**config.mk**
```make
export PLATFORM = sky130hd
export DESIGN_NAME = psa_ctrl
export DESIGN_NICKNAME = d
export VERILOG_FILES = /design/src/psa_pkg.sv /design/src/psa_ctrl.sv
export SDC_FILE = /design/constraint.sdc
export NUM_CORES = 1
export LEC_CHECK = 0
export BUFFER_PORTS_ARGS = -buffer_cell sky130_fd_sc_hd__buf_4
export CAP_MARGIN = 30
export CORE_ASPECT_RATIO = 1.5
export CORE_MARGIN = 2
export CORE_UTILIZATION = 30
export CTS_BUF_LIST = sky130_fd_sc_hd__clkbuf_16
export CTS_CLUSTER_DIAMETER = 50
export DETAILED_ROUTE_END_ITERATION = 6
export PLACE_DENSITY = 0.52
export SETUP_SLACK_MARGIN = 0.2
export SLEW_MARGIN = 20
export SYNTH_ARGS = -nofsm -noshare
export SYNTH_HDL_FRONTEND = slang
export SYNTH_SLANG_ARGS = --single-unit
```
**constraint.sdc**
```tcl
create_clock -name clk -period 5.91 [get_ports clk]
set_input_delay 1.4775 -clock clk [delete_from_list [all_inputs] [get_ports clk]]
set_output_delay 1.4775 -clock clk [all_outputs]
set_load 0.02 [all_outputs]
```
**src/psa_pkg.sv**
```systemverilog
`timescale 1ns / 1ps

package psa_pkg;

  // Fixed widths of the datapath.
  localparam int WORD_W = 16;  // occupancy bits per memory word
  localparam int BIT_W  = 4;   // bit position within a word
  localparam int SLOT_W = 12;  // slot number within a page
  localparam int COL_W  = 7;   // slots per row
  localparam int SPP_W  = 13;  // slots per page
  localparam int CNT_W  = 13;  // used count of one page
  localparam int CFG_W  = 14;  // configuration data
  localparam int DVD_W  = 14;  // divider dividend and quotient
  localparam int DVS_W  = 15;  // divider divisor and remainder

  // Configuration register indexes.
  localparam logic [1:0] REG_ATLAS  = 2'd0;
  localparam logic [1:0] REG_SLOT   = 2'd1;
  localparam logic [1:0] REG_GUTTER = 2'd2;

  // Operation codes.
  localparam logic [2:0] KIND_ALLOC   = 3'd0;
  localparam logic [2:0] KIND_FREE    = 3'd1;
  localparam logic [2:0] KIND_RESOLVE = 3'd2;
  localparam logic [2:0] KIND_TRIM    = 3'd3;
  localparam logic [2:0] KIND_QUERY   = 3'd4;

  typedef enum logic [2:0] {
    RES_FAIL,
    RES_PLAIN,
    RES_EMIT,
    RES_TRIM,
    RES_QUERY
  } res_kind_t;

  typedef struct packed {
    logic      accept;
    logic      geo_start;
    logic      geo_load;
    logic      spp_load;
    logic      scan_init;
    logic      page_next;
    logic      word_rd;
    logic      word_next;
    logic      take_slot;
    logic      bit_rd;
    logic      free_commit;
    logic      new_init;
    logic      clr_step;
    logic      new_commit;
    logic      div_start;
    logic      mul_load;
    logic      trim_step;
    logic      res_load;
    res_kind_t res_kind;
  } cmd_t;

  typedef struct packed {
    logic       geo_valid;
    logic [2:0] kind;
    logic       pre_fail;
    logic       scan_end;
    logic       page_full;
    logic       pool_full;
    logic       found;
    logic       last_word;
    logic       bit_set;
    logic       clr_last;
    logic       trim_more;
    logic       div_done;
    logic       out_free;
  } sts_t;

  // Lowest set bit of a word.
  function automatic logic [BIT_W-1:0] first_set(input logic [WORD_W-1:0] v);
    logic [BIT_W-1:0] idx;
    idx = '0;
    for (int i = WORD_W - 1; i >= 0; i--) begin
      if (v[i]) begin
        idx = BIT_W'(i);
      end
    end
    return idx;
  endfunction

endpackage

```
**src/psa_ctrl.sv**
```systemverilog
`timescale 1ns / 1ps

module psa_ctrl (
  input  logic          clk,
  input  logic          rst_n,
  input  logic          in_valid,
  output logic          in_ready,
  input  psa_pkg::sts_t sts,
  output psa_pkg::cmd_t cmd
);
  import psa_pkg::*;

  typedef enum logic [13:0] {
    S_IDLE = 14'b00000000000001,
    S_GEO  = 14'b00000000000010,
    S_GFIN = 14'b00000000000100,
    S_DEC  = 14'b00000000001000,
    S_SCAN = 14'b00000000010000,
    S_SRD  = 14'b00000000100000,
    S_SCHK = 14'b00000001000000,
    S_CLR  = 14'b00000010000000,
    S_BCHK = 14'b00000100000000,
    S_DST  = 14'b00001000000000,
    S_DIV  = 14'b00010000000000,
    S_MUL  = 14'b00100000000000,
    S_TRIM = 14'b01000000000000,
    S_FIN  = 14'b10000000000000
  } state_t;

  state_t    state_r, state_nxt;
  res_kind_t rk_r, rk_nxt;

  always_comb begin
    state_nxt    = state_r;
    rk_nxt       = rk_r;
    cmd          = '0;
    cmd.res_kind = rk_r;
    in_ready     = 1'b0;
    case (state_r)
      S_IDLE: begin
        if (!sts.geo_valid) begin
          cmd.geo_start = 1'b1;
          state_nxt     = S_GEO;
        end else begin
          in_ready = 1'b1;
          if (in_valid) begin
            cmd.accept = 1'b1;
            state_nxt  = S_DEC;
          end
        end
      end
      S_GEO: begin
        if (sts.div_done) begin
          cmd.geo_load = 1'b1;
          state_nxt    = S_GFIN;
        end
      end
      S_GFIN: begin
        cmd.spp_load = 1'b1;
        state_nxt    = S_IDLE;
      end
      S_DEC: begin
        case (sts.kind)
          KIND_ALLOC: begin
            if (sts.pre_fail) begin
              rk_nxt    = RES_FAIL;
              state_nxt = S_FIN;
            end else begin
              cmd.scan_init = 1'b1;
              state_nxt     = S_SCAN;
            end
          end
          KIND_FREE, KIND_RESOLVE: begin
            if (sts.pre_fail) begin
              rk_nxt    = RES_FAIL;
              state_nxt = S_FIN;
            end else begin
              cmd.bit_rd = 1'b1;
              state_nxt  = S_BCHK;
            end
          end
          KIND_TRIM: begin
            state_nxt = S_TRIM;
          end
          KIND_QUERY: begin
            rk_nxt    = RES_QUERY;
            state_nxt = S_FIN;
          end
          default: begin
            rk_nxt    = RES_FAIL;
            state_nxt = S_FIN;
          end
        endcase
      end
      S_SCAN: begin
        if (sts.scan_end) begin
          if (sts.pool_full) begin
            rk_nxt    = RES_FAIL;
            state_nxt = S_FIN;
          end else begin
            cmd.new_init = 1'b1;
            state_nxt    = S_CLR;
          end
        end else if (sts.page_full) begin
          cmd.page_next = 1'b1;
        end else begin
          cmd.word_rd = 1'b1;
          state_nxt   = S_SCHK;
        end
      end
      S_SRD: begin
        cmd.word_rd = 1'b1;
        state_nxt   = S_SCHK;
      end
      S_SCHK: begin
        if (sts.found) begin
          cmd.take_slot = 1'b1;
          state_nxt     = S_DST;
        end else if (sts.last_word) begin
          cmd.page_next = 1'b1;
          state_nxt     = S_SCAN;
        end else begin
          cmd.word_next = 1'b1;
          state_nxt     = S_SRD;
        end
      end
      S_CLR: begin
        cmd.clr_step = 1'b1;
        if (sts.clr_last) begin
          cmd.new_commit = 1'b1;
          state_nxt      = S_DST;
        end
      end
      S_BCHK: begin
        if (!sts.bit_set) begin
          rk_nxt    = RES_FAIL;
          state_nxt = S_FIN;
        end else if (sts.kind == KIND_FREE) begin
          cmd.free_commit = 1'b1;
          rk_nxt          = RES_PLAIN;
          state_nxt       = S_FIN;
        end else begin
          state_nxt = S_DST;
        end
      end
      S_DST: begin
        cmd.div_start = 1'b1;
        state_nxt     = S_DIV;
      end
      S_DIV: begin
        if (sts.div_done) begin
          state_nxt = S_MUL;
        end
      end
      S_MUL: begin
        cmd.mul_load = 1'b1;
        rk_nxt       = RES_EMIT;
        state_nxt    = S_FIN;
      end
      S_TRIM: begin
        if (sts.trim_more) begin
          cmd.trim_step = 1'b1;
        end else begin
          rk_nxt    = RES_TRIM;
          state_nxt = S_FIN;
        end
      end
      S_FIN: begin
        if (sts.out_free) begin
          cmd.res_load = 1'b1;
          state_nxt    = S_IDLE;
        end
      end
      default: begin
        state_nxt = S_IDLE;
      end
    endcase
  end

  always_ff @(posedge clk) begin
    if (!rst_n) begin
      state_r <= S_IDLE;
      rk_r    <= RES_FAIL;
    end else begin
      state_r <= state_nxt;
      rk_r    <= rk_nxt;
    end
  end

endmodule

```
==> run summary, run 1 <==
outcome - complete, but fails checks
violated checks - DRC
CTS tree - done
Setup CP Type - in2out
drt initial violations - 44
Worst-Skew Late Latency - 250 ps
Synthesized Nets - 188
first-pass GRT wire length - 6.33 mm
max_cap viols - 0
Relative slew margins - 0.514
WP data required - 4430 ps
Critical-path top delay cell - or4_4
CP top delay family - simple AND/OR/NAND/NOR gates
CP Data Arrival Time - 2620 ps
Cell variety after synth - 50
Final Hold Fails - 0
H-tree depth - 1
most frequent cells in the layout - 39 x buf_4, 19 x nor2_1, 17 x dfxtp_1
all-layer global routing usage - 0.165
clk root buf - clkbuf_16
RSZ-0062 raised after global routing - false
# fillers - 497
Syn Std Cell Area - 0.00136 mm²
critical path depth - 4
average cell area after synthesis - 7.99 µm²
core area - 0.00443 mm²
I/O Pins - 40
n_diodes - 0
crit-path max cell delay - 530 ps
R2R cell count - 5
Die Span Y - 86.4 µm
DR WL/cell - 16.3 µm
layout cells sized above 1 - 0.280
max-slew violations - 0
Final min period - 4100 ps
Synth Register Bits - 17
Worst-path clk slew - 50 ps
DRC Markers - 4
clk_skew - 2.87 ps
Final ANT Viol Nets - 0
synthesized instance count - 170
Final period util - 0.694
DR vias - 1432
GRT overflow - 0
VDD IR-drop max - 0.165 mV
worst hold path type - reg2reg
final setup fails - 0
DRT Wirelength - 4.03 mm
crit path launch type - input port
starting density of the core - 0.306
Via density - 5.77
Ys Warns - 0
Resize count post-CTS - 0
hold_buf cts - 0
Nets - 219
IO buf count - 39
hpwl dp - 3.20 mm
Worst setup EP type - primary output
commonest non-fill, non-tap cell in the layout - buf_4
cell mode on critical path - buf_4
area delta synth->final - 26.0%
crit path cell chain - buf_4 > or4_4 > nor4_2 > buf_4
full die area - 0.00509 mm²
Top FF cell, synth - dfxtp_1
largest net degree at the start of global routing - 13
number of synthesized flops with an enable pin - 0
clock tree buffer depth - 2
P_leak - 0.686 nW
Site Rows - 30
vias in the first global route - 1349
Post-CTS Setup Bufs - 0
f_max - 244 MHz
Hold Crit Depth - 2
gpl congestion - 0.875
clk sink count - 17
antenna violations before repair - 0
crit path max fanout - 4
post-synthesis sequential area ratio - 0.251
pwr dens - 265 mW/mm²
total power - 0.453 mW
TritonRoute pass-1 iters - 6
CP bufs+invs - 2
setup_tns - 0 ps
actual slew at the worst max-slew pin - 724 ps
fraction of registers with async set or reset after synthesis - 0
TritonCTS buffer count - 3
die width - 58.9 µm
tightest hold or removal path, stage by stage (launching register included):
cell,delay [ps]
dfxtp_1,310
nand2_1,50
mux2i_1,50
where the power goes:
part	total, mW	internal [mW]	switching, mW	leakage (nW)
Clock	0.138	0.0900	0.0484	0.0423
Sequential	0.143	0.125	0.0180	0.138
Combinational	0.172	0.0686	0.103	0.506
cell usage after synthesis, types with 2 or more instances:
cell type | number | area, µm²
a211oi_1 | 2 | 15.0
a21oi_1 | 4 | 20.0
a32oi_1 | 2 | 17.5
and2_1 | 2 | 12.5
and3_1 | 5 | 31.3
buf_2 | 9 | 45.0
buf_6 | 2 | 22.5
dfxtp_1 | 17 | 340
inv_1 | 4 | 15.0
mux2i_1 | 2 | 20.0
nand2_1 | 11 | 41.3
nand3_1 | 6 | 30.0
nand3b_1 | 2 | 15.0
nand4_1 | 3 | 18.8
nor2_1 | 19 | 71.3
nor2b_1 | 2 | 12.5
nor3_1 | 6 | 30.0
nor3b_1 | 6 | 45.0
nor4_1 | 8 | 50.1
nor4_2 | 3 | 37.5
nor4_4 | 2 | 42.5
nor4b_1 | 5 | 43.8
o21a_1 | 6 | 45.0
o21ai_0 | 4 | 20.0
o31a_1 | 2 | 17.5
or3_1 | 5 | 31.3
or4_1 | 2 | 15.0
or4_4 | 3 | 33.8
xnor2_1 | 3 | 26.3
xor2_1 | 3 | 26.3
area by class of cell:
class,count,area (µm²),area share
Tap cell,48,60.1,0.0351
Clock inverter,1,3.75,0.00219
Timing Repair Buffer,39,293,0.171
Multi-Input combinational cell,136,923,0.540
Clock buffer,3,75.1,0.0439
Sequential cell,17,340,0.199
Inverter,4,15.0,0.00878
state kept, by name (all words and copies together) (netlist names):
signal,flops
state_r,14
rk_r,3
metrics by stage:
stage,utilization,hold WS [ps],setup slack (ps),instance area (µm²),std cells
CTS,0.386,467,1820,1710,248
detailed placement,0.368,454,1820,1630,244
global route,0.386,474,1760,1710,248
finish,0.386,461,1810,1710,248
global placement,0.368,448,1830,1630,244
floorplan,-,533,1920,1360,170
logic make-up (layout without fill, tap and decap cells):
family | count (synthesis) | in the layout | synth area share
simple gates | 98 | 98 | 0.461
mux | 2 | 2 | 0.0147
flops | 17 | 17 | 0.251
compound gates | 30 | 30 | 0.166
buf+inv | 17 | 47 | 0.0691
xor+xnor | 6 | 6 | 0.0387
routing by layer:
metal,share of wire,GRT usage,up-vias
met5,0,0,-
met4,0.057,0.134,0
met3,0.048,0.0254,18
met2,0.47,0.256,51
met1,0.42,0.195,666
li1,-,-,697
final timing paths:
check | start | endpoint | slack, ps
worst max-delay path | sts[13] | cmd[16] | 1810
worst min-delay path | rk_r[1]$_SDFFE_PN0P_ | rk_r[1]$_SDFFE_PN0P_ | 460
worst max register to register | state_r[8]$_SDFFE_PN0P_ | state_r[8]$_SDFFE_PN0P_ | 3400
worst min register to register | rk_r[1]$_SDFFE_PN0P_ | rk_r[1]$_SDFFE_PN0P_ | 460
(Power assumes the default switching activity.)
==> run 2, diff against run 1 <==
- clock period: 5.91 -> 3.8 ns (I/O delays scaled with it)
==> run summary, run 2 (synthesis results as in run 1) <==
largest net degree at the start of global routing - 13 (unchanged)
GRT overflow - 0 (unchanged)
Resize count post-CTS - 0 (unchanged)
actual slew at the worst max-slew pin - 763 ps (+39.1 ps)
clock tree buffer depth - 2 (unchanged)
layout cells sized above 1 - 0.280 (unchanged)
largest register by flop count - state_r
Site Rows - 30 (unchanged)
Final ANT Viol Nets - 0 (unchanged)
vias in the first global route - 1365 (+1.2%)
full die area - 0.00509 mm² (unchanged)
hpwl dp - 3.34 mm (+4.6%)
clk root buf - clkbuf_16
Final period util - 0.877
Worst setup EP type - primary output
setup_tns - 0 ps (unchanged)
max_cap viols - 0 (unchanged)
drt initial violations - 44 (unchanged)
clk sink count - 17 (unchanged)
Largest register FFs - 14 (unchanged)
crit path launch type - register
most frequent cells in the layout - 39 x buf_4, 19 x nor2_1, 17 x dfxtp_1
WP data required - 2850 ps (-1580 ps)
antenna violations before repair - 0 (unchanged)
starting density of the core - 0.306 (unchanged)
n_diodes - 0 (unchanged)
Final min period - 3330 ps
DRC Markers - 4 (unchanged)
commonest non-fill, non-tap cell in the layout - buf_4
Relative slew margins - 0.488 (-0.0263)
f_max - 300 MHz
area delta synth->final - 26.0% (unchanged)
TritonRoute pass-1 iters - 7 (+1)
hold_buf cts - 0 (unchanged)
DR vias - 1418 (-0.98%)
IO buf count - 39 (unchanged)
die width - 58.9 µm (unchanged)
Via density - 5.72 (-0.98%)
dpl cell area - 0.00163 mm² (unchanged)
Nets - 219 (unchanged)
DRT Wirelength - 4.27 mm (+5.9%)
worst hold path type - reg2reg
H-tree depth - 1 (unchanged)
P_leak - 0.686 nW (unchanged)
Worst-Skew Late Latency - 250 ps (about the same)
outcome - complete, but fails checks
DR WL/cell - 17.2 µm (+5.9%)
VDD IR-drop max - 0.229 mV (+39%)
I/O Pins - 40 (unchanged)
Die Span Y - 86.4 µm (unchanged)
CP Data Arrival Time - 2380 ps (-240 ps)
Setup CP Type - reg2out
CTS tree - done
Post-CTS Setup Bufs - 0 (unchanged)
clk_skew - 1.96 ps (-0.903 ps)
Worst-path clk slew - 60 ps (about the same)
max-slew violations - 0 (unchanged)
gpl congestion - 0.906 (+3.5%)
all-layer global routing usage - 0.170 (+0.00511)
RSZ-0062 raised after global routing - false
first-pass GRT wire length - 6.51 mm (+2.8%)
final setup fails - 0 (unchanged)
TritonCTS buffer count - 3 (unchanged)
top flop regs - state_r x14, rk_r x3
Final Hold Fails - 0 (unchanged)
total power - 0.711 mW (+57%)
violated checks - DRC
crit path max fanout - 10 (+6)
post-route cell area - 0.00171 mm² (unchanged)
core area - 0.00443 mm² (unchanged)
pwr dens - 416 mW/mm² (+57%)
==> run 2: power breakdown <==
group	switching, mW	internal (mW)	leakage, nW
Combinational	0.162	0.107	0.506
Sequential	0.0282	0.195	0.138
Clock	0.0787	0.140	0.0423
Total	0.269	0.442	0.686
==> run 2: path summary, 6_finish.rpt <==
path / startpoint / end / slack (ps) / depth (start not counted)
setup / recovery: state_r[12]$_SDFFE_PN0P_ / cmd[16] / 470 / 5
hold / removal: rk_r[2]$_SDFFE_PN0P_ / rk_r[2]$_SDFFE_PN0P_ / 460 / 2
hold reg to reg: rk_r[2]$_SDFFE_PN0P_ / rk_r[2]$_SDFFE_PN0P_ / 460 / 2
setup reg to reg: state_r[12]$_SDFFE_PN0P_ / state_r[8]$_SDFFE_PN0P_ / 1360 / 5
==> run 2: worst max-delay path, stage by stage (launching register included) <==
cell     delay (ps)
dfxtp_1         390
nor2_1          430
nand3_1         260
or4_4           560
nor4_2          280
buf_4           210
==> run 2: per-stage QoR <==
| step | utilization | hold WS (ps) | setup slack, ps | std cells |
|---|---|---|---|---|
| after floorplan | - | 533 | 862 | 170 |
| after global placement | 0.368 | 445 | 791 | 244 |
| after detailed placement | 0.368 | 452 | 771 | 244 |
| after CTS | 0.386 | 466 | 507 | 248 |
| after global routing | 0.386 | 476 | 333 | 248 |
| final | 0.386 | 461 | 468 | 248 |
==> run 2: area by class of cell <==
type                            instances  area (µm²)
Sequential cell                        17         340
Tap cell                               48        60.1
Multi-Input combinational cell        136         923
Fill cell                             471        2720
Inverter                                4        15.0
Clock inverter                          1        3.75
Clock buffer                            3        75.1
Timing Repair Buffer                   39         293
==> run 2: layer usage <==
layer  track usage  share of wire  wire length [µm]
met1         0.191           0.41              1750
met2         0.291           0.49              2100
met3        0.0373          0.060               258
met4        0.0888          0.037               160
met5             0              0                 0
==> run 3, diff against run 2 <==
- ABC_AREA: unset -> 1
- BUFFER_PORTS_ARGS: -buffer_cell sky130_fd_sc_hd__buf_4 -> -buffer_cell sky130_fd_sc_hd__clkbuf_2
- CORE_MARGIN: 2 -> unset
==> run summary, run 3 <==
outcome - complete, but fails checks
violated checks - DRC
met2 Use GR - 0.321 (+0.0299)
Final period util - 0.747 (-0.130)
Comb pwr share - 0.509 (+0.130)
Final min period - 2840 ps (-493 ps)
Via density - 4.71 (-18%)
number of synthesized flops with an enable pin - 0 (unchanged)
vias in the first global route - 1483 (+8.6%)
max_cap viols - 0 (unchanged)
n_diodes - 0 (unchanged)
crit path launch type - register
all-layer global routing usage - 0.176 (+0.00593)
share of the synthesized area in the top cell type - 0.249 (-0.00183)
f_max - 352 MHz (+17%)
DRC Markers - 5 (+1)
Sw Pwr - 0.421 mW (+56%)
Die Span Y - 84.7 µm (-2.0%)
Final ANT Viol Nets - 0 (unchanged)
GRT met1 Usage - 0.201 (+0.0103)
top area cells in the synthesized netlist - dfxtp_1 25%, nand2_1 14%, nor2_1 13%, inv_1 12%, nand3_1 10%
crit path cell chain - nor2_1 > inv_1 > nor2_4 > nand2_1 > nor3_2 > clkbuf_2
switch share - 0.467 (+0.0877)
top flop regs - state_r x14, rk_r x3
clk_skew - 4.34 ps (+2.37 ps)
area delta synth->final - 21.7%
Cell variety after synth - 24 (-52%)
first-pass GRT wire length - 6.54 mm (+0.43%)
xor/xnor share of the synthesized area - 0 (-0.0387)
setup_tns - 0 ps (unchanged)
fraction of registers with async set or reset after synthesis - 0 (unchanged)
grt peak-use layer - met2
Post-CTS Setup Bufs - 0 (unchanged)
Syn Std Cell Area - 0.00137 mm² (+0.74%)
Clk pwr share - 0.237 (-0.071)
IO buf count - 39 (unchanged)
RSZ-0062 raised after global routing - false
Resize count post-CTS - 0 (unchanged)
VDD IR-drop max - 0.193 mV (-16%)
CP bufs+invs - 2 (+1)
Top FF cell, synth - dfxtp_1
full die area - 0.00484 mm² (-5.0%)
WP data required - 2850 ps (about the same)
final setup fails - 0 (unchanged)
CTS tree - done
Synthesized Nets - 253 (+35%)
crit-path max cell delay - 380 ps (-180 ps)
Worst-Skew Late Latency - 250 ps (about the same)
Ys Warns - 0 (unchanged)
Nets - 293 (+34%)
Worst R2R Setup Slack - 1830 ps (+470 ps)
CP Data Arrival Time - 1890 ps (-490 ps)
largest family of logic cells by synthesized area - simple AND/OR/NAND/NOR gates
P_int - 0.482 mW (+9.1%)
layout cells sized above 1 - 0.226 (-0.0537)
Worst setup EP type - primary output
post-synthesis sequential area ratio - 0.249 (-0.00183)
clk root buf - clkbuf_16
starting density of the core - 0.317 (+0.0102)
most frequent cells in the layout - 51 x nand2_1, 49 x nor2_1, 43 x inv_1
commonest non-fill, non-tap cell in the layout - nand2_1
die width - 57.1 µm (-3.1%)
DR vias - 1506 (+6.2%)
Synth Register Bits - 17 (unchanged)
synthesized instance count - 235 (+38%)
H-tree depth - 1 (unchanged)
met3 GRT Util - 0.0231 (-0.0142)
Largest register FFs - 14 (unchanged)
commonest cells in the netlist - 51 x nand2_1, 49 x nor2_1, 42 x inv_1
share of power burned in registers - 0.255 (-0.059)
hold_buf cts - 0 (unchanged)
actual slew at the worst max-slew pin - 777 ps (+13.8 ps)
crit path max fanout - 17 (+7)
total power - 0.903 mW (+27%)
worst hold path type - reg2reg
Final Hold Fails - 0 (unchanged)
Relative slew margins - 0.480 (-0.00722)
Post-Synth Adder-Cell Area - 0 (unchanged)
DR WL/cell - 12.2 µm (-29%)
CP top delay family - simple AND/OR/NAND/NOR gates
Setup CP Type - reg2out
Synth Area in Compound Gates - 0.0439 (-0.122)
Synth area leader - dfxtp_1
Critical-path top delay cell - nor2_4
Worst-path clk slew - 60 ps (about the same)
max-slew violations - 0 (unchanged)
pwr dens - 543 mW/mm² (+31%)
core area - 0.00432 mm² (-2.5%)
DRT Wirelength - 3.89 mm (-8.9%)
clock tree buffer depth - 2 (unchanged)
simple-gate share of the synthesized area - 0.561 (+0.100)
largest net degree at the start of global routing - 18 (+5)
drt initial violations - 32 (-27%)
mux contribution to synthesized area - 0 (-0.0147)
clk sink count - 17 (unchanged)
TritonRoute pass-1 iters - 6 (-1)
I/O Pins - 40 (unchanged)
gpl congestion - 0.833 (-8.0%)
hpwl dp - 3.17 mm (-5.1%)
GRT overflow - 0 (unchanged)
TritonCTS buffer count - 3 (unchanged)
Site Rows - 29 (-3.3%)
most frequent cell after synthesis - nand2_1
average cell area after synthesis - 5.82 µm² (-27%)
largest register by flop count - state_r
antenna violations before repair - 0 (unchanged)
P_leak - 1.02 nW (+48%)
run 3: through the flow:
stage	utilization	cell area, µm²	setup slack (ps)	instances	hold WS (ps)
floorplan	-	1370	1250	235	476
global placement	0.367	1590	1140	316	464
detailed placement	0.367	1590	1100	316	461
CTS	0.385	1660	948	320	474
global route	0.385	1660	743	320	493
finish	0.385	1660	961	320	471
run 3: final timing paths:
path / from / to / cells past startpoint
worst max-delay path: state_r[12]$_SDFFE_PN0P_ / cmd[13] / 6
worst max register to register: state_r[10]$_SDFFE_PN0P_ / state_r[9]$_SDFFE_PN0P_ / 10
worst min register to register: rk_r[0]$_SDFFE_PN0P_ / rk_r[0]$_SDFFE_PN0P_ / 2
worst min-delay path: rk_r[0]$_SDFFE_PN0P_ / rk_r[0]$_SDFFE_PN0P_ / 2
run 3: power by group through the flow:
stage               clock network (mW)  logic [mW]  registers, mW
finish                           0.214       0.459          0.230
global route                     0.227       0.522          0.234
CTS                              0.217       0.466          0.230
detailed placement                   0       0.463          0.234
global placement                     0       0.465          0.233
floorplan                            0       0.380          0.235
run 3: tightest hold or removal path: stages, from the launching register on:
cell and delay, ps:
dfxtp_1 310, nand2_1 60, a21oi_1 50
run 3: cell type report:
cell class	instances	area, µm²
well taps	46	57.6
fillers	510	2650
flip-flops and latches	17	340
inverters	44	165
clock buffers	3	75.1
repair buffers	39	195
multi-input cells	170	827
clock inverters	1	3.75
run 3: logic make-up after synthesis:
logic type | count (synthesis)
buffers and inverters | 48
AOI/OAI and AO/OA | 11
and+or+nand+nor | 159
DFF | 17
run 3: routing by layer:
metal	routed length (µm)	vias to the layer above
met5	0	-
met4	57	0
met3	123	4
met2	2050	25
met1	1660	669
li1	-	808
